[config.mk]
export PLATFORM = sky130hd
export DESIGN_NAME = xpf_front
export DESIGN_NICKNAME = d
export VERILOG_FILES = /design/src/hdl/xpf_pkg.sv /design/src/hdl/xpf_front.sv
export SDC_FILE = /design/constraint.sdc
export NUM_CORES = 1
export LEC_CHECK = 0
export ABC_AREA = 0
export BUFFER_PORTS_ARGS = -buffer_cell sky130_fd_sc_hd__buf_4
export CAP_MARGIN = 20
export CORE_AREA = 10 10 47 49
export DETAILED_ROUTE_END_ITERATION = 12
export DIE_AREA = 0 0 57 59
export SETUP_SLACK_MARGIN = 0.05
export SYNTH_ARGS = -nofsm -noshare
export SYNTH_HDL_FRONTEND = slang
export SYNTH_SLANG_ARGS = --single-unit
[constraint.sdc]
create_clock -name vclk -period 0.9
set_clock_uncertainty 0.15 [all_clocks]
set_input_delay 0.045 -clock vclk [all_inputs]
set_output_delay 0.045 -clock vclk [all_outputs]
set_load 0.01 [all_outputs]
[src/hdl/xpf_pkg.sv]
// Shared types, codes and sizes of the XOR parity FEC codec.
package xpf_pkg;

	localparam int MAX_SYMBOL_BYTES = 2048;
	localparam int MAX_SYMBOLS      = 255;
	localparam int ADDR_W           = $clog2(MAX_SYMBOL_BYTES);
	localparam int LEN_W            = $clog2(MAX_SYMBOL_BYTES + 1);

	// request types
	localparam logic [2:0] REQ_SOURCE = 3'd0;
	localparam logic [2:0] REQ_REPAIR = 3'd1;
	localparam logic [2:0] REQ_LOST   = 3'd2;
	localparam logic [2:0] REQ_END    = 3'd3;
	localparam logic [2:0] REQ_READ   = 3'd4;

	// status codes
	localparam logic [2:0] STAT_OK         = 3'd0;
	localparam logic [2:0] STAT_INVALID    = 3'd1;
	localparam logic [2:0] STAT_TOO_LONG   = 3'd2;
	localparam logic [2:0] STAT_NONE_LOST  = 3'd3;
	localparam logic [2:0] STAT_MANY_LOST  = 3'd4;

	// result kinds
	localparam logic KIND_STATUS = 1'b0;
	localparam logic KIND_READ   = 1'b1;

	// mode register values
	localparam logic MODE_ENCODE = 1'b0;
	localparam logic MODE_DECODE = 1'b1;

	// operations queued between front and back
	localparam logic [2:0] OP_SRC_ENC = 3'd0;
	localparam logic [2:0] OP_SRC_DEC = 3'd1;
	localparam logic [2:0] OP_REPAIR  = 3'd2;
	localparam logic [2:0] OP_LOST    = 3'd3;
	localparam logic [2:0] OP_END_ENC = 3'd4;
	localparam logic [2:0] OP_END_DEC = 3'd5;
	localparam logic [2:0] OP_READ    = 3'd6;

	typedef struct packed {
		logic [2:0]  req_type;
		logic [7:0]  data_byte;
		logic [15:0] byte_index;
		logic        symbol_end;
	} req_item_t;

	typedef struct packed {
		logic        result_kind;
		logic [2:0]  status;
		logic [7:0]  out_byte;
		logic [11:0] out_length;
		logic [7:0]  lost_index;
	} rsp_item_t;

	typedef struct packed {
		logic [2:0]        code;
		logic [7:0]        data;
		logic [ADDR_W-1:0] idx;
		logic              idx_ok;
		logic              sym_end;
	} op_t;

endpackage

[src/hdl/xpf_front.sv]
// Front end: accepts request items, drops those with no effect, maps the rest to operations.
module xpf_front (
	input  xpf_pkg::req_item_t req,
	input  logic               req_valid,
	input  logic               mode,
	input  logic               q_full,
	output logic               push,
	output xpf_pkg::op_t       op
);

	logic keep;

	always_comb begin
		keep    = 1'b1;
		op.code = xpf_pkg::OP_READ;
		unique case (req.req_type)
			xpf_pkg::REQ_SOURCE: begin
				op.code = (mode == xpf_pkg::MODE_DECODE) ? xpf_pkg::OP_SRC_DEC
				                                         : xpf_pkg::OP_SRC_ENC;
			end
			xpf_pkg::REQ_REPAIR: begin
				op.code = xpf_pkg::OP_REPAIR;
				keep    = (mode == xpf_pkg::MODE_DECODE);
			end
			xpf_pkg::REQ_LOST: begin
				op.code = xpf_pkg::OP_LOST;
				keep    = (mode == xpf_pkg::MODE_DECODE);
			end
			xpf_pkg::REQ_END: begin
				op.code = (mode == xpf_pkg::MODE_DECODE) ? xpf_pkg::OP_END_DEC
				                                         : xpf_pkg::OP_END_ENC;
			end
			xpf_pkg::REQ_READ: begin
				op.code = xpf_pkg::OP_READ;
			end
			default: begin
				keep = 1'b0;
			end
		endcase
		op.data    = req.data_byte;
		op.idx     = req.byte_index[xpf_pkg::ADDR_W-1:0];
		op.idx_ok  = (req.byte_index < 16'(xpf_pkg::MAX_SYMBOL_BYTES));
		op.sym_end = req.symbol_end;
	end

	assign push = req_valid && !q_full && keep;

endmodule

* Word level (Yosys, flattened, before mapping) *
Index checks and enable logic that the tools add are counted.

operators by class
  add/subtract/negate cells = 0
  multiply operators = 0
  divide/modulo/power cells = 0
  $lt $le $gt $ge = 1
  equality and inequality tests = 4
  shift operators = 0
  multiplexer cells = 4
  bitwise operators = 0
  reductions and logical operators = 6

operators by type and width
  kind                                                  number
  < comparator 16 x 12 -> 1 bit, second input constant  1
  case mux 3 bit (4 select lines)                       1
  == test 3 x 2 -> 1 bit, second input constant         2
  == test 3 x 1 -> 1 bit, second input constant         1
  == test 3 bit, second input constant                  1
  logical NOT 3 bit                                     1
  OR reduction 3 bit                                    1
  logical AND 1 bit                                     2
  2-to-1 mux 1 bit                                      2
  case mux 1 bit (2 select lines)                       1
  OR reduction 2 bit                                    1
  logical NOT 1 bit                                     1

word-level totals
  flip-flop bits (word level) = 0
  latch bits = 0
  bits in writable memories = 0
  memory bits (read-only) = 0
  bits of input ports = 31
  output and inout port bits = 25
  logic and storage cells = 15
  memories kept = 0

* Depth between registers and ports, before layout *
Gate-level depths: netlist of the first run.

  word-level depth = 4
  depth in mapped cells = 3
  depth with buffers taken out = 3

* Worst setup path before layout of the first run *
No wires, ideal clock.

  path type = input to output
  start = input req[16] (netlist bit)
  end = output op[1] (netlist bit)
  arrival time = 0.726 ns
  data required time = 0.705 ns
  slack = -0.021 ns
  cell stages on the path = 2
  buffers on the path = 0
  cell sequence = or4_1 nor2_1

RTL lines
  item             line            text
  start, declared  xpf_front.sv:3  input xpf_pkg::req_item_t req,
  end, declared    xpf_front.sv:8  output xpf_pkg::op_t op

==> results of run 1 <==
-- cell type report --
class	count	area, µm²
fillers	150	952
repair buffers	36	347
multi-input cells	11	82.6
well taps	16	20.0
-- worst max-delay path: cells and delay by family --
family	cells	cell delay [ps]
AND/OR/NAND/NOR	2	620
buffers and inverters	2	190
-- through the flow --
step                hold slack (ps)  cell area (µm²)  power, µW  utilization, %
floorplan                     -40.9              229        119               -
global placement              -59.9              219       89.7            15.6
detailed placement            -59.9              219       91.6            15.6
CTS                             171              438        203            31.3
global route                    175              449        218            32.1
finish                          168              449        204            32.1
-- routing by layer --
layer	up-vias	global-route usage [%]
li1	114	-
met2	34	8.68
met3	0	2.15
met4	0	0
met1	114	5.36
met5	-	0
-- final timing paths --
kind                    start  endpoint  slack [ps]  cells after the start
worst max-delay path  req[12]     op[1]        -150                      4
worst min-delay path  req[15]     op[1]         170                      3
-- power by group --
group          total (µW)  internal [µW]  switching [µW]
registers               0              0               0
logic                 204            126            77.4
clock network           0              0               0
total                 204            126            77.4
-- kinds of logic after synthesis --
logic type      Yosys count  share of synthesized area [%]
compound gates            4                           10.9
buf+inv                  20                           69.0
simple gates              7                           20.1
-- placed cells by master, fill, tap and decap left out --
cell type and n:
a21o_1 1, a21oi_1 1, a21oi_2 1, and3b_1 1, buf_4 10, buf_6 5, buf_8 1, dlygate4sd3_1 20
nand2_1 1, nand2b_1 2, nand3b_1 1, nor2_4 1, o22ai_1 1, or4_4 1
-- repair_timing --
action                                 4_1_cts  5_1_grt
setup endpoints to repair                    2        3
gates resized for setup                      5        3
pin swaps                                    3        3
endpoints found under the hold margin       20        0
hold buffers                                20        0
==> impl_metrics.csv, run 1 <==
group,metric,value,unit
clock_tree,cts_setup_buffers,0,
layout,drive_gt1_share,40.4,%
synthesis,seq_area_frac_synth,0,%
timing,fmax,0.948,GHz
layout,fin_cells,63,
timing,finalSetupViolCount,1,
detailed_routing,drc,0,
layout,antenna_cells,0,
layout,nNetsFinal,80,
synthesis,netlist_instances,31,
detailed_routing,drt_iter0_drc,3,
timing,hold_viol,0,
worst_setup_path,worstSetupPathType,"in2out",
die,io_pins,56,
timing,setup_ws,-154,ps
worst_hold_path,hold_path_class,"in2out",
synthesis,ys_types,10,
grt,grt_max_degree,6,
worst_setup_path,crit_chain,"buf_6 -> or4_4 -> nor2_4 -> buf_6",
worst_setup_path,max_stage_delay,530,ps
grt,grt_pass1_vias,338,
status,status,"finished with violations",
detailed_routing,highest_layer,"met3",
synthesis,synth_top_cell_by_area,"buf_4",
die,std_cell_rows,14,
synthesis,netlist_top_cells_area,"buf_4, nand2b_1, a21oi_1",
synthesis,yosys-top-cells-count,"buf_4, a21oi_1, nand2b_1",
die,die_h,59,µm
worst_setup_path,arrival,860,ps
power_and_ir_drop,power_density,454,mW/mm²
timing,slew_viol_final,0,
grt,grt_usage,4.80,%
placement,routabilityCongestion,0.666,
detailed_routing,wl_met3,147,µm
synthesis,yosysMostFrequentCell,"buf_4",
worst_setup_path,cp_data_required_time,700,ps
timing,fin_crit,1050,ps
detailed_routing,wl_met1,392,µm
detailed_routing,drtAntennaViolNets,0,
timing,fin_crit_sh,117,%
detailed_routing,wire_per_inst,16.0,µm
synthesis,synth_area,218,µm²
synthesis,synth_top_area_share,69.0,%
grt,antenna_found_initial,0,
grt,grt_overflow,0,
layout,seq_cells,0,
placement,io_buffers,16,
power_and_ir_drop,irDropWorstVdd,0.113,mV
grt,grt_pass1_wl,1480,µm
worst_setup_path,crit_top_cell,"buf_6",
flow_run,maxCapViolations,0,
worst_setup_path,critPathSlowestCell,"or4_4",
detailed_routing,avgViaCountPerCell,4.16,
worst_setup_path,crit_fanout,1,
timing,relSlewSlack,90.3,%
detailed_routing,vias,262,
placement,post-place-ws,-205,ps
timing,tns,-154,ps
placement,dpl.cell_count,43,
die,start_util,15.5,%
layout,area_growth,106,%
worst_setup_path,cp-end-kind,"output port",
timing,rsz0062_at_grt,"yes",
die,die_width,57,µm
layout,nClkBuffers,0,
timing,tightestPinTransition,145,ps
die,dieArea,0.00336,mm²
synthesis,syn_area_per_cell,7.02,µm²
status,violations,"negative setup slack",
die,core,0.00140,mm²
worst_setup_path,worstSetupStartpointType,"input pin",
layout,seqCellArea,0,µm²
detailed_routing,routed_wl,1010,µm
power_and_ir_drop,p_leak,0.000202,µW
detailed_routing,drtPass1Iterations,4,
detailed_routing,met2_length,470,µm
synthesis,synth_nets,62,
synthesis,yosys_warnings,0,
Power figures use the tool's default switching activity.
==> run 2: changes to the inputs <==
--- a/config.mk
+++ b/config.mk
@@ -6,7 +6,7 @@
 export NUM_CORES = 1
 export LEC_CHECK = 0
 export ABC_AREA = 0
-export BUFFER_PORTS_ARGS = -buffer_cell sky130_fd_sc_hd__buf_4
+export BUFFER_PORTS_ARGS = -buffer_cell sky130_fd_sc_hd__buf_2
 export CAP_MARGIN = 20
 export CORE_AREA = 10 10 47 49
 export DETAILED_ROUTE_END_ITERATION = 12
==> run 2 against run 1 <==
The flow still finishes with violations (negative setup slack). Sequential share of layout area is the same. Wire length shrank 0.30%. Via count is the same. Combinational power shrank 8%. First-iteration DRC count shrank 67%. Hold slack gained 15 ps. Global-route usage shrank 0.087 points. Non-clock buffer count is the same. Maximum frequency shrank 0.35%. Critical path type unchanged. Largest cell class unchanged. Largest power group unchanged.
==> impl_metrics.csv, run 2 (same netlist as run 1, synthesis figures left out) <==
group,metric,value,unit
detailed_routing,drtAntennaViolNets,0,
grt,grt_overflow,0,
timing,relSlewSlack,90.3,%
die,dieArea,0.00336,mm²
layout,nNetsFinal,80,
die,std_cell_rows,14,
timing,tns,-158,ps
clock_tree,cts_setup_buffers,0,
worst_setup_path,cp_data_required_time,700,ps
grt,grt_pass1_vias,330,
timing,hold_viol,0,
worst_setup_path,worstSetupPathType,"in2out",
layout,seqCellArea,0,µm²
layout,nClkBuffers,0,
timing,setup_ws,-158,ps
detailed_routing,drtPass1Iterations,4,
placement,dp_hpwl,420,µm
timing,tightestPinTransition,145,ps
layout,area_growth,90.8,%
flow_run,maxCapViolations,0,
layout,fillCellCount,155,
die,io_pins,56,
layout,most-common-layout-cells,"dlygate4sd3_1, buf_2, buf_6",
detailed_routing,avgViaCountPerCell,4.16,
power_and_ir_drop,p_leak,0.000190,µW
grt,grt_pass1_wl,1460,µm
status,status,"finished with violations",
detailed_routing,drc,0,
worst_hold_path,hold_path_class,"in2out",
die,start_util,15.5,%
layout,layout_commonest_cell,"dlygate4sd3_1",
worst_setup_path,arrival,860,ps
layout,antenna_cells,0,
timing,slew_viol_final,0,
worst_setup_path,worstSetupStartpointType,"input pin",
grt,antenna_found_initial,0,
placement,io_buffers,16,
timing,fin_crit_sh,118,%
timing,finalSetupViolCount,1,
status,violations,"negative setup slack",
detailed_routing,wire_per_inst,16.0,µm
power_and_ir_drop,total_power,187,µW
layout,multi_input_area,86.3,µm²
die,die_h,59,µm
power_and_ir_drop,power_density,449,mW/mm²
detailed_routing,routed_wl,1010,µm
die,core,0.00140,mm²
timing,fin_crit,1060,ps
worst_setup_path,cp-end-kind,"output port",
power_and_ir_drop,irDropWorstVdd,0.102,mV
placement,routabilityCongestion,0.573,
detailed_routing,drt_iter0_drc,1,
detailed_routing,vias,262,
timing,rsz0062_at_grt,"yes",
layout,drive_gt1_share,42.6,%
layout,seq_cells,0,
grt,grt_max_degree,6,
die,die_width,57,µm
timing,fmax,0.945,GHz
worst_setup_path,crit_fanout,1,
grt,grt_usage,4.71,%
run 2: changes by cell type in the layout (fill, tap and decap cells not counted):
cell and change:
buf_2 +12, buf_4 -10, buf_6 -2, a21oi_1 -1
a21oi_2 +1
run 2: per-layer routing:
| layer | GRT usage (%) | vias up | wire length (µm) | part of all wire (%) |
|---|---|---|---|---|
| met4 | 0 | 0 | 0 | 0 |
| met3 | 2.15 | 0 | 124 | 12 |
| li1 | - | 114 | - | - |
| met2 | 8.53 | 34 | 491 | 49 |
| met1 | 5.24 | 114 | 390 | 39 |
| met5 | 0 | - | 0 | 0 |
run 2: final timing paths:
kind / startpoint / end / slack [ps] / cells past startpoint
worst min-delay path: req[15] / op[1] / 180 / 3
worst max-delay path: req[12] / op[1] / -160 / 4
run 2: final cells by class:
| type | count | area share, % |
|---|---|---|
| multi-input cells | 11 | 20.8 |
| well taps | 16 | 4.82 |
| repair buffers | 36 | 74.4 |
run 2: report_power, final:
group          switching [µW]  total (µW)  internal, µW
combinational            77.7         187           109
sequential                  0           0             0
clock                       0           0             0
run 2: worst max-delay path: stages:
cell	delay (ps)
buf_6	90
or4_4	530
nor2_4	90
buf_6	100
run 2: what timing repair did:
action | 4_1_cts | 5_1_grt
hold buffers | 20 | 0
hold endpoints to repair | 20 | 0
pin swaps | 5 | 3
endpoints found under the setup margin | 2 | 3
resized for setup | 7 | 2
run 2: stage by stage:
step | setup WS, ps | instance area (µm²) | util, % | hold slack (ps) | cells
final | -158 | 415 | 29.6 | 183 | 63
after global routing | -168 | 415 | 29.6 | 192 | 63
after CTS | -160 | 408 | 29.1 | 187 | 63
after detailed placement | -203 | 179 | 12.8 | -59.9 | 43
after global placement | -195 | 179 | 12.8 | -59.9 | 43
after floorplan | -1.13 | 229 | - | -40.9 | 31
