File: config.mk
export PLATFORM = sky130hd
export DESIGN_NAME = xpf_queue
export DESIGN_NICKNAME = d
export VERILOG_FILES = /design/src/hdl/xpf_pkg.sv /design/src/hdl/xpf_queue.sv
export SDC_FILE = /design/constraint.sdc
export NUM_CORES = 1
export LEC_CHECK = 0
export BUFFER_PORTS_ARGS = -buffer_cell sky130_fd_sc_hd__clkbuf_2
export CAP_MARGIN = 20
export CORE_AREA = 3 3 76 78
export CTS_CLUSTER_DIAMETER = 150
export DETAILED_ROUTE_END_ITERATION = 10
export DIE_AREA = 0 0 79 81
export PLACE_DENSITY = 0.7
export SYNTH_ARGS = -nofsm -noshare
export SYNTH_HDL_FRONTEND = slang
export SYNTH_SLANG_ARGS = --single-unit
File: constraint.sdc
create_clock -name clk -period 3.3 [get_ports clk]
set_input_delay 0.66 -clock clk [delete_from_list [all_inputs] [get_ports clk]]
set_output_delay 0.66 -clock clk [all_outputs]
set_load 0.02 [all_outputs]
File: src/hdl/xpf_pkg.sv
// Shared types, codes and sizes of the XOR parity FEC codec.
package xpf_pkg;

	localparam int MAX_SYMBOL_BYTES = 2048;
	localparam int MAX_SYMBOLS      = 255;
	localparam int ADDR_W           = $clog2(MAX_SYMBOL_BYTES);
	localparam int LEN_W            = $clog2(MAX_SYMBOL_BYTES + 1);

	// request types
	localparam logic [2:0] REQ_SOURCE = 3'd0;
	localparam logic [2:0] REQ_REPAIR = 3'd1;
	localparam logic [2:0] REQ_LOST   = 3'd2;
	localparam logic [2:0] REQ_END    = 3'd3;
	localparam logic [2:0] REQ_READ   = 3'd4;

	// status codes
	localparam logic [2:0] STAT_OK         = 3'd0;
	localparam logic [2:0] STAT_INVALID    = 3'd1;
	localparam logic [2:0] STAT_TOO_LONG   = 3'd2;
	localparam logic [2:0] STAT_NONE_LOST  = 3'd3;
	localparam logic [2:0] STAT_MANY_LOST  = 3'd4;

	// result kinds
	localparam logic KIND_STATUS = 1'b0;
	localparam logic KIND_READ   = 1'b1;

	// mode register values
	localparam logic MODE_ENCODE = 1'b0;
	localparam logic MODE_DECODE = 1'b1;

	// operations queued between front and back
	localparam logic [2:0] OP_SRC_ENC = 3'd0;
	localparam logic [2:0] OP_SRC_DEC = 3'd1;
	localparam logic [2:0] OP_REPAIR  = 3'd2;
	localparam logic [2:0] OP_LOST    = 3'd3;
	localparam logic [2:0] OP_END_ENC = 3'd4;
	localparam logic [2:0] OP_END_DEC = 3'd5;
	localparam logic [2:0] OP_READ    = 3'd6;

	typedef struct packed {
		logic [2:0]  req_type;
		logic [7:0]  data_byte;
		logic [15:0] byte_index;
		logic        symbol_end;
	} req_item_t;

	typedef struct packed {
		logic        result_kind;
		logic [2:0]  status;
		logic [7:0]  out_byte;
		logic [11:0] out_length;
		logic [7:0]  lost_index;
	} rsp_item_t;

	typedef struct packed {
		logic [2:0]        code;
		logic [7:0]        data;
		logic [ADDR_W-1:0] idx;
		logic              idx_ok;
		logic              sym_end;
	} op_t;

endpackage

File: src/hdl/xpf_queue.sv
// Two-entry operation queue between front and back.
module xpf_queue (
	input  logic         clk,
	input  logic         arst_n,
	input  logic         push,
	input  xpf_pkg::op_t push_op,
	input  logic         pop,
	output xpf_pkg::op_t head,
	output logic         empty,
	output logic         full
);

	xpf_pkg::op_t entry_q [2];
	logic         wr_ptr_q;
	logic         rd_ptr_q;
	logic [1:0]   cnt_q;

	assign empty = (cnt_q == 2'd0);
	assign full  = (cnt_q == 2'd2);
	assign head  = entry_q[rd_ptr_q];

	always_ff @(posedge clk or negedge arst_n) begin
		if (!arst_n) begin
			wr_ptr_q <= 1'b0;
			rd_ptr_q <= 1'b0;
			cnt_q    <= 2'd0;
		end else begin
			if (push) begin
				wr_ptr_q <= ~wr_ptr_q;
			end
			if (pop) begin
				rd_ptr_q <= ~rd_ptr_q;
			end
			if (push && !pop) begin
				cnt_q <= cnt_q + 2'd1;
			end else if (pop && !push) begin
				cnt_q <= cnt_q - 2'd1;
			end
		end
	end

	always_ff @(posedge clk) begin
		if (push) begin
			entry_q[wr_ptr_q] <= push_op;
		end
	end

endmodule

After elaboration in Yosys (flattened, before gate mapping)
Memory sizes are Yosys's and may differ from the RTL's.
Index checks and enable logic that the tools add are counted.
{"block": "word_totals", "mem_bits_rw": 48, "ff_bits": 4, "elab_cells": 19, "mem_count": 1, "input_bits": 28}
{"block": "op_classes", "eq_ne": 1, "reduce_logical": 6, "add_sub_neg": 2, "muxes": 4, "bitwise_logic": 2}
{"memory": "entry_q", "depth": 2, "word_bits": 24, "read_ports": 1, "rd_clocked_by_memory_dff": 0, "wr": 1, "line": "xpf_queue.sv:13", "source": "xpf_pkg::op_t entry_q [2];"}
{"operator": "2-bit two-way mux", "n": 2}
{"operator": "2-bit by 1-bit adder with 2-bit output, second input constant", "n": 1}
{"operator": "2-bit equality test, second input constant", "n": 1}
{"operator": "1-bit logical AND", "n": 2}
{"operator": "1-bit logical NOT", "n": 2}
{"operator": "2-bit logical NOT", "n": 1}
{"operator": "1-bit two-way mux", "n": 2}
{"operator": "1-bit NOT", "n": 2}
{"operator": "2-bit nonzero test", "n": 1}
{"operator": "2-bit by 1-bit subtractor with 2-bit output, second input constant", "n": 1}

Logic depth before layout (Yosys ltp)
Gate-level depths: netlist of run 1.
{"block": "depth", "depth_word": 4, "mapped_depth": 5}

Worst setup path before layout of run 1
Ideal clock, no wire load.
{"block": "synth_timing", "path_type": "in2reg", "startpoint": "input port push", "endpoint": "memory entry_q[0][0] (netlist bit), enable pin", "setup_ns": 0.408, "slack_ns": 1.126, "required_time_ns": 2.892, "cell_stages": 1, "t_arrival_ns": 1.766, "path_buffers": 0, "path_cell_list": "nor2b_1"}
{"block": "synth_between", "elab_chain_len": 2}
{"item": "from (decl)", "line": "xpf_queue.sv:5", "source": "input logic push,"}
{"item": "1-bit two-way mux", "line": "xpf_queue.sv:43", "source": "if (push) begin"}
{"item": "1-bit two-way mux (not written as such)", "line": "xpf_queue.sv:44", "source": "entry_q[wr_ptr_q] <= push_op;"}
{"item": "to (decl)", "line": "xpf_queue.sv:13"}
No other way between the ends.

==> out/metrics.cfg, run 1 <==
[die]
die_w_um = 79
die_area_um2 = 6400
initial_core_util_pct = 39.3
fp-row-count = 26
die_h_um = 81
ioPinCount = 54
core-area_um2 = 5140

[timing]
slew_violations = 0
finalSetupTns_ns = 0
fin_skew_ns = 0.00425
rsz0062_at_grt = no
post-route-period-util_pct = 68.0
worst_pin_slew_ns = 0.422
finalHoldViolCount = 0
max_freq_mhz = 445
relSlewSlack_pct = 71.9
holdWs_ns = 0.161
setup_viol = 0
finalCriticalPeriod_ns = 2.24

[placed_design]
dp_hpwl_um = 2180
globalplace.congestion = 0.672
port-buffer-count = 53
place_area_um2 = 2350
dp_cells = 214

[route]
wl_um = 3130
vias = 975
vias_per_cell = 4.39
drtIter0Drc = 75
ant_nets = 0
remaining_drc_errors = 0
routedWlPerCell_um = 14.1
firstDrtPassIters = 4

[logic_synthesis]
synthMuxAreaShare_pct = 16.9
synth_edf_count = 48
synth_compound_area_share_pct = 0
seq_area_frac_synth_pct = 76.3
async_flop_share_pct = 7.69
yosysTopAreaCellShare_pct = 71.3
yosysWarnings = 0
synth.distinct_cells = 13
synthMostInstantiatedCell = edfxtp_1
synth_area_per_cell_um2 = 22.2
synth_top_family_by_area = multiplexers
synth_area_leaders = edfxtp_1 (71%), mux2_4 (14%), dfrtp_1 (5.0%)
synth_top_cell_by_area = edfxtp_1
synthTopCellsByCount = edfxtp_1 (48), mux2_4 (19), mux2_2 (5)
ys.flop_type = edfxtp_1
yosys.area_share.adder_pct = 0.619
yosys.area_share.simple_pct = 1.30
synth-xor-area-share_pct = 2.17
synth_nets = 120
synth_area_um2 = 2020
netlist_instances = 91
ys_ff_latch = 52

[clocking]
htree_levels = 2
cts_resized = 0
cts_sinks = 52
cts_setup_buffers = 0
clock_latency_ns = 0.29
clk_transition_reported_paths_ns = 0.08
cts_hold_buf = 0
root_buffer = clkbuf_8
clockBufferDepth = 2
tritoncts = done
cts_buffers = 5

[finish]
fin_util_pct = 47.3
seqCellArea_um2 = 1540
nNetsFinal = 180
multi_input_area_um2 = 427
n_antenna_cell = 0
layout-drive-gt1-share_pct = 57.2
stdcell_area_um2 = 2430
area_growth_pct = 20.3
fin_cells = 222
fillers = 465

[setup_path]
rr_endpoint = entry_q[0][12]
r2r_start = wr_ptr_q
worstRegToRegCells = 2
worstSetupEndpointType = output port
critPathArrivalTime_ns = 1.58
reg2reg_slack_ns = 2.13
crit_fanout = 24
worst-setup-path-type = flip-flop to output port
worstSetupStartpointType = flip-flop
worstPathRequired_ns = 2.64

[outcome]
status = finished clean

[global_routing]
grt_max_degree = 25
grt_pass1_wl_um = 4870
antenna_found_initial = 0
grt_usage_pct = 10.2
first_global_vias = 1086
grt_overflow = 0

[power]
p_leak_nw = 0.993
max-vdd-ir-drop_uv = 371
power_density_nw_per_um2 = 827

[job]
max_cap_violations = 0

[worst_hold_path]
min_path_type = input pin to asynchronous set/reset pin

## layout by cell type (no fill, tap or decap)
cell | synthesis | final
mux2_4 | 19 | 19
clkbuf_1 | 0 | 1
inv_1 | 1 | 1
xor2_1 | 4 | 4
mux2_2 | 5 | 5
nor2b_1 | 2 | 1
edfxtp_1 | 48 | 48
ha_1 | 1 | 1
clkinv_1 | 0 | 1
dfrtp_1 | 4 | 4
nor2_1 | 2 | 2
clkinvlp_4 | 0 | 1
and2_1 | 1 | 1
nor2b_2 | 0 | 1
clkbuf_8 | 0 | 5
clkbuf_2 | 0 | 53
xnor2_1 | 1 | 1
buf_4 | 0 | 3
## report_power, final
| group | internal [mW] | leakage, nW | switching (mW) | total (mW) |
|---|---|---|---|---|
| clock | 0.147 | 0.0388 | 0.182 | 0.329 |
| sequential | 0.880 | 0.497 | 0.0501 | 0.930 |
| combinational | 0.333 | 0.457 | 0.418 | 0.750 |
## stage by stage
step | worst slack, ns | power [mW]
2_1_floorplan | 1.13 | 1.55
3_3_place_gp | 1.38 | 1.69
3_5_place_dp | 1.35 | 1.71
4_1_cts | 1.02 | 2.05
5_1_grt | 0.962 | 2.13
6_report | 1.06 | 2.01
## logic make-up after synthesis
kind of cell / count (synthesis)
fa+ha+maj: 1
simple gates: 5
mux: 24
xor+xnor: 5
flops: 52
buf+inv: 4
## critical path, stage by stage, from the launching register on
cell and delay [ns]:
dfrtp_1 0.36, buf_4 0.39, mux2_2 0.38, clkbuf_2 0.15
## cell type report
| type | count | share of cell area [%] |
|---|---|---|
| repair buffers | 56 | 11.8 |
| well taps | 70 | 3.60 |
| inverters | 1 | 0.154 |
| clock inverters | 2 | 0.463 |
| multi-input cells | 35 | 17.6 |
| flip-flops and latches | 52 | 63.4 |
| clock buffers | 6 | 2.99 |
## worst max path at each step
stage	from	endpoint	slack (ns)	depth (start not counted)
floorplan	push	entry_q[0][0]	1.13	1
global placement	rd_ptr_q	head[16]	1.38	3
detailed placement	rd_ptr_q	head[21]	1.35	3
CTS	rd_ptr_q	head[16]	1.02	3
global route	rd_ptr_q	head[16]	0.96	3
finish	rd_ptr_q	head[16]	1.06	3
## per-layer routing
metal / share of wire (%) / GRT usage [%]
met1: 37 / 10.5
met3: 7.8 / 4.43
met5: 0 / 0
met4: 0 / 3.09
met2: 55 / 18.7
## sequential cells by signal, summed over array words and instances, names as in the netlist
name	cells
entry_q	48
cnt_q	2
rd_ptr_q	1
wr_ptr_q	1
No activity file was read; power rests on OpenSTA's default activity.
==> run 2: changes to the inputs <==
Settings changed: ABC_AREA set to 1, PLACE_DENSITY 0.7 to 0.71.
Clock period 3.3 ns to 2.1 ns, I/O delays scaled along.
==> out/metrics.cfg, run 2 <==
[outcome]
status = finished clean  ; unchanged

[die]
initial_core_util_pct = 39.7  ; was 39.3%
ioPinCount = 54  ; unchanged
die_h_um = 81  ; unchanged
fp-row-count = 26  ; unchanged
core-area_um2 = 5140  ; unchanged
die_w_um = 79  ; unchanged
die_area_um2 = 6400  ; unchanged

[clocking]
clockBufferDepth = 2  ; unchanged
clock_latency_ns = 0.29  ; about the same
clk_transition_reported_paths_ns = 0.08  ; about the same
cts_sinks = 52  ; unchanged
htree_levels = 2  ; unchanged
cts_resized = 0  ; unchanged
tritoncts = done  ; unchanged
cts_buffers = 5  ; unchanged
cts_setup_buffers = 0  ; unchanged
cts_hold_buf = 1  ; was 0
root_buffer = clkbuf_8  ; unchanged

[finish]
area_growth_pct = 22.4  ; was 20.3%
multi_input_area_um2 = 424  ; was 427 um^2
stdcell_area_um2 = 2500  ; was 2430 um^2
largest_register_ffs = 48  ; unchanged
nNetsFinal = 192  ; was 180
layout-drive-gt1-share_pct = 54.3  ; was 57.2%
seqCellArea_um2 = 1540  ; unchanged
n_antenna_cell = 0  ; unchanged
final_common_cell = clkbuf_2  ; unchanged
layout_common_cells = clkbuf_2 (53), edfxtp_1 (48), mux2_4 (19), inv_1 (7)  ; was clkbuf_2 (53), edfxtp_1 (48), mux2_4 (19), mux2_2 (5), clkbuf_8 (5)
top_regs = entry_q (48), cnt_q (2)  ; unchanged
regMostFlops = entry_q  ; unchanged
fillers = 480  ; was 465

[logic_synthesis]
synth_edf_count = 48  ; unchanged
synth_nets = 129  ; was 120
netlist_instances = 100  ; was 91
yosysWarnings = 0  ; unchanged
yosysTopAreaCellShare_pct = 70.6  ; was 71.3%
synth_compound_area_share_pct = 0  ; unchanged
synthMuxAreaShare_pct = 16.7  ; was 16.9%
async_flop_share_pct = 7.69  ; unchanged
ys_ff_latch = 52  ; unchanged
synthMostInstantiatedCell = edfxtp_1  ; unchanged
ys.flop_type = edfxtp_1  ; unchanged
yosys.area_share.adder_pct = 0.613  ; was 0.619%
yosys.area_share.simple_pct = 2.02  ; was 1.30%
synth_area_per_cell_um2 = 20.4  ; was 22.2 um^2
synth.distinct_cells = 14  ; was 13
synth_area_leaders = edfxtp_1 (71%), mux2_4 (14%), dfrtp_1 (4.9%)  ; was edfxtp_1 (71%), mux2_4 (14%), dfrtp_1 (5.0%)
seq_area_frac_synth_pct = 75.5  ; was 76.3%
synthTopCellsByCount = edfxtp_1 (48), mux2_4 (19), inv_1 (7)  ; was edfxtp_1 (48), mux2_4 (19), mux2_2 (5)
synth_top_family_by_area = multiplexers  ; unchanged
synth_top_cell_by_area = edfxtp_1  ; unchanged
synth_area_um2 = 2040  ; was 2020 um^2
synth-xor-area-share_pct = 1.29  ; was 2.17%

[route]
drtIter0Drc = 27  ; was 75
routedWlPerCell_um = 14.0  ; was 14.1 um
ant_nets = 0  ; unchanged
vias = 1046  ; was 975
wl_met2_um = 1630  ; was 1720 um
firstDrtPassIters = 4  ; unchanged
met3_length_um = 265  ; was 244 um
vias_per_cell = 4.47  ; was 4.39
route.top_layer_used = met4  ; was met3
wl_um = 3270  ; was 3130 um
remaining_drc_errors = 0  ; unchanged
m1WireLength_um = 1370  ; was 1170 um

[timing]
relSlewSlack_pct = 79.2  ; was 71.9%
rsz0062_at_grt = no  ; unchanged
post-route-period-util_pct = 93.6
finalCriticalPeriod_ns = 1.97
setup_viol = 0  ; unchanged
worst_pin_slew_ns = 0.312  ; was 0.422 ns
finalSetupTns_ns = 0  ; unchanged
fin_skew_ns = 0.00485  ; was 0.00425 ns
fin_ws_ns = 0.134  ; was 1.06 ns
max_freq_mhz = 509
slew_violations = 0  ; unchanged
finalHoldViolCount = 0  ; unchanged

[power]
p_sw_mw = 1.05  ; was 650 uW
p_clk_share_pct = 15.8  ; was 16.4%
p_leak_nw = 1.05  ; was 0.993 nW
seq_power_share_pct = 45.6  ; was 46.3%
p_int_mw = 2.19  ; was 1.36 mW
max-vdd-ir-drop_uv = 599  ; was 371 uV
combPwrFrac_pct = 38.5  ; was 37.3%
power_density_nw_per_um2 = 1300  ; was 827 nW/um^2
power.total_mw = 3.24  ; was 2.01 mW
swShare_pct = 32.4  ; was 32.3%

[global_routing]
antenna_found_initial = 0  ; unchanged
grt_pass1_wl_um = 5190  ; was 4870 um
grt_overflow = 0  ; unchanged
grt_usage_pct = 10.8  ; was 10.2%
grt_max_degree = 21  ; was 25
first_global_vias = 1073  ; was 1086

[placed_design]
place_area_um2 = 2410  ; was 2350 um^2
globalplace.congestion = 0.622  ; was 0.672
port-buffer-count = 53  ; unchanged
dp_hpwl_um = 2460  ; was 2180 um
dpl_worst_slack_ns = 0.418  ; was 1.35 ns

[setup_path]
cp_num_cells = 3  ; unchanged
cp_cell_sequence = buf_4 > mux2_4 > clkbuf_2  ; was buf_4 > mux2_2 > clkbuf_2
worstPathRequired_ns = 1.68  ; was 2.64 ns
crit_slowest_cell = dfrtp_1  ; was buf_4
worstRegToRegCells = 3  ; was 2
worstSetupEndpointType = output port  ; unchanged
crit_fanout = 7  ; was 24
crit_family = flip-flops  ; was buffers and inverters
cpPeakStageDelay_ns = 0.53  ; was 0.39 ns
worstSetupStartpointType = flip-flop  ; unchanged
worst-setup-path-type = flip-flop to output port  ; unchanged
critPathArrivalTime_ns = 1.55  ; was 1.58 ns
cp_num_buf_inv = 2  ; unchanged

[job]
max_cap_violations = 0  ; unchanged

[worst_hold_path]
min_path_type = input pin to flip-flop  ; was input pin to asynchronous set/reset pin
whs_path_depth = 1

-- run 2: through the flow --
step	cells	util [%]	hold slack, ns
3_3_place_gp	225	46.8	0.230
5_1_grt	234	48.6	0.293
3_5_place_dp	225	46.8	0.237
4_1_cts	234	48.6	0.303
6_report	234	48.6	0.314
2_1_floorplan	100	-	0.124
-- run 2: cell families after synthesis --
kind of cell,count (synthesis)
mux,24
buf+inv,10
fa+ha+maj,1
flops,52
xor+xnor,3
simple gates,10
-- run 2: routing by layer --
metal | vias to the layer above | global-route usage [%]
li1 | 494 | -
met1 | 508 | 12.2
met2 | 42 | 19.5
met3 | 2 | 4.10
met4 | 0 | 2.58
met5 | - | 0
-- run 2: layout make-up --
cell class / instances / share of cell area, %
tap: 70 / 3.51
multi-input combinational: 38 / 17.0
sequential: 52 / 61.7
timing repair buffer: 59 / 13.5
inverter: 7 / 1.05
clock inverter: 1 / 0.200
clock buffer: 7 / 3.05
-- run 2: final timing paths --
check                                 from             end  slack, ns
worst max-delay path              rd_ptr_q         head[8]       0.13
worst min-delay path            push_op[0]   entry_q[0][0]       0.31
worst max register to register    wr_ptr_q  entry_q[1][16]       0.92
worst min register to register    cnt_q[1]        cnt_q[1]       0.53
max in group asynchronous           arst_n        wr_ptr_q       1.51
min in group asynchronous           arst_n        cnt_q[1]       0.47
-- run 2: power groups by stage --
stage	logic (mW)	registers (mW)	clock network [mW]
2_1_floorplan	0.978	1.46	0
3_3_place_gp	1.25	1.49	0
3_5_place_dp	1.27	1.51	0
4_1_cts	1.28	1.49	0.541
5_1_grt	1.33	1.51	0.583
6_report	1.25	1.48	0.513
==> run 3: changes to the inputs <==
Settings changed: RECOVER_POWER set to 25.
==> out/metrics.cfg, run 3 (synthesized netlist as in run 2, its figures left out) <==
[power]
swShare_pct = 32.5  ; was 32.4%
power_density_nw_per_um2 = 1300  ; about the same
combPwrFrac_pct = 38.5  ; about the same
max-vdd-ir-drop_uv = 600  ; was 599 uV
seq_power_share_pct = 45.7  ; was 45.6%
p_sw_mw = 1.05  ; about the same
p_int_mw = 2.19  ; about the same
p_leak_nw = 1.02  ; was 1.05 nW
p_clk_share_pct = 15.9  ; was 15.8%

[route]
vias = 1049  ; was 1046
firstDrtPassIters = 3  ; was 4
remaining_drc_errors = 0  ; unchanged
ant_nets = 0  ; unchanged
wl_um = 3270  ; about the same
vias_per_cell = 4.48  ; was 4.47
routedWlPerCell_um = 14.0  ; about the same
drtIter0Drc = 27  ; unchanged

[clocking]
clockBufferDepth = 2  ; unchanged
cts_buffers = 5  ; unchanged
clock_latency_ns = 0.29  ; about the same
cts_sinks = 52  ; unchanged
tritoncts = done  ; unchanged
cts_setup_buffers = 0  ; unchanged
root_buffer = clkbuf_8  ; unchanged
htree_levels = 2  ; unchanged
clk_transition_reported_paths_ns = 0.09  ; was 0.08 ns

[finish]
fin_cells = 234  ; unchanged
final_common_cell = edfxtp_1  ; was clkbuf_2
regMostFlops = entry_q  ; unchanged
top_regs = entry_q (48), cnt_q (2)  ; unchanged
largest_register_ffs = 48  ; unchanged
nNetsFinal = 192  ; unchanged
seqCellArea_um2 = 1540  ; unchanged
n_antenna_cell = 0  ; unchanged
layout_common_cells = edfxtp_1 (48), clkbuf_2 (43), mux2_4 (19), clkbuf_1 (12), inv_1 (7)  ; was clkbuf_2 (53), edfxtp_1 (48), mux2_4 (19), inv_1 (7)
multi_input_area_um2 = 424  ; unchanged
fillers = 482  ; was 480
area_growth_pct = 21.8  ; was 22.4%
layout-drive-gt1-share_pct = 48.2  ; was 54.3%
stdcell_area_um2 = 2490  ; was 2500 um^2

[timing]
post-route-period-util_pct = 93.6  ; about the same
fin_skew_ns = 0.00583  ; was 0.00485 ns
rsz0062_at_grt = no  ; unchanged
finalHoldViolCount = 0  ; unchanged
finalCriticalPeriod_ns = 1.97  ; about the same
setup_viol = 0  ; unchanged
relSlewSlack_pct = 79.2  ; unchanged
holdWs_ns = 0.313  ; was 0.314 ns
max_freq_mhz = 509  ; about the same
slew_violations = 0  ; unchanged
worst_pin_slew_ns = 0.312  ; about the same
finalSetupTns_ns = 0  ; unchanged

[worst_hold_path]
min_path_type = input pin to flip-flop  ; unchanged
whs_path_depth = 1  ; unchanged
holdCritStartpoint = push_op[0]  ; unchanged
min_to = entry_q[0][0]  ; unchanged

[die]
core-area_um2 = 5140  ; unchanged
initial_core_util_pct = 39.7  ; unchanged
die_w_um = 79  ; unchanged
fp-row-count = 26  ; unchanged
die_area_um2 = 6400  ; unchanged
die_h_um = 81  ; unchanged
ioPinCount = 54  ; unchanged

[job]
max_cap_violations = 0  ; unchanged

[placed_design]
globalplace.congestion = 0.622  ; unchanged
place_area_um2 = 2410  ; unchanged
port-buffer-count = 53  ; unchanged
dp_hpwl_um = 2460  ; unchanged
dp_cells = 225  ; unchanged

[global_routing]
grt_max_degree = 21  ; unchanged
antenna_found_initial = 0  ; unchanged
grt_pass1_wl_um = 5190  ; unchanged
grt_usage_pct = 10.8  ; unchanged
grt_overflow = 0  ; unchanged
first_global_vias = 1073  ; unchanged

[setup_path]
reg2reg_slack_ns = 0.92  ; about the same
worstRegToRegCells = 3  ; unchanged
crit_fanout = 7  ; unchanged
worstSetupEndpointType = output port  ; unchanged
worst-setup-path-type = flip-flop to output port  ; unchanged
r2r_start = wr_ptr_q  ; unchanged
cp_cell_sequence = buf_4 > mux2_4 > clkbuf_2  ; unchanged
worstSetupStartpointType = flip-flop  ; unchanged
rr_endpoint = entry_q[1][16]  ; unchanged
cp_num_buf_inv = 2  ; unchanged
critPathArrivalTime_ns = 1.55  ; about the same
crit_family = flip-flops  ; unchanged
crit_slowest_cell = dfrtp_1  ; unchanged
cpPeakStageDelay_ns = 0.53  ; about the same
worstPathRequired_ns = 1.68  ; about the same

[outcome]
status = finished clean  ; unchanged

[run 3: cell counts in the layout (fill, tap and decap cells not counted)]
No cell type changed its count.
[run 3: timing repair]
| action | 4_1_cts | 5_1_grt |
|---|---|---|
| resized for setup | 0 | 0 |
| hold buffers | 1 | 0 |
| hold endpoints to repair | 4 | 0 |
[run 3: metrics by stage]
step	setup WS, ns	total power, mW	util [%]
2_1_floorplan	0.219	2.44	-
3_3_place_gp	0.449	2.74	46.8
3_5_place_dp	0.418	2.78	46.8
4_1_cts	0.0823	3.31	48.6
5_1_grt	0.0326	3.42	48.4
6_report	0.134	3.24	48.4
[run 3: per-layer routing]
| metal | track usage (%) | vias to the layer above | wire length, um |
|---|---|---|---|
| li1 | - | 494 | - |
| met1 | 12.2 | 511 | 1370 |
| met2 | 19.5 | 42 | 1630 |
| met3 | 4.10 | 2 | 265 |
| met4 | 2.58 | 0 | 10 |
| met5 | 0 | - | 0 |
[run 3: power by group through the flow]
| stage | registers [mW] | clock network [mW] | logic (mW) |
|---|---|---|---|
| finish | 1.48 | 0.514 | 1.25 |
| CTS | 1.49 | 0.541 | 1.28 |
| global route | 1.51 | 0.583 | 1.33 |
| floorplan | 1.46 | 0 | 0.978 |
| global placement | 1.49 | 0 | 1.25 |
| detailed placement | 1.51 | 0 | 1.27 |
[run 3: area by class of cell]
class                   count  area share, %
clock inverters             1          0.201
inverters                   7           1.06
repair buffers             59           13.1
multi-input cells          38           17.1
flip-flops and latches     52           62.0
well taps                  70           3.52
clock buffers               7           3.07
[run 3: worst max path at each step]
stage,startpoint,end,slack [ns],cells past startpoint
4_1_cts,rd_ptr_q,head[8],0.08,3
6_report,rd_ptr_q,head[8],0.13,3
2_1_floorplan,push,entry_q[0][0],0.22,2
5_1_grt,rd_ptr_q,head[8],0.03,3
3_5_place_dp,rd_ptr_q,head[8],0.42,3
3_3_place_gp,rd_ptr_q,head[15],0.45,3
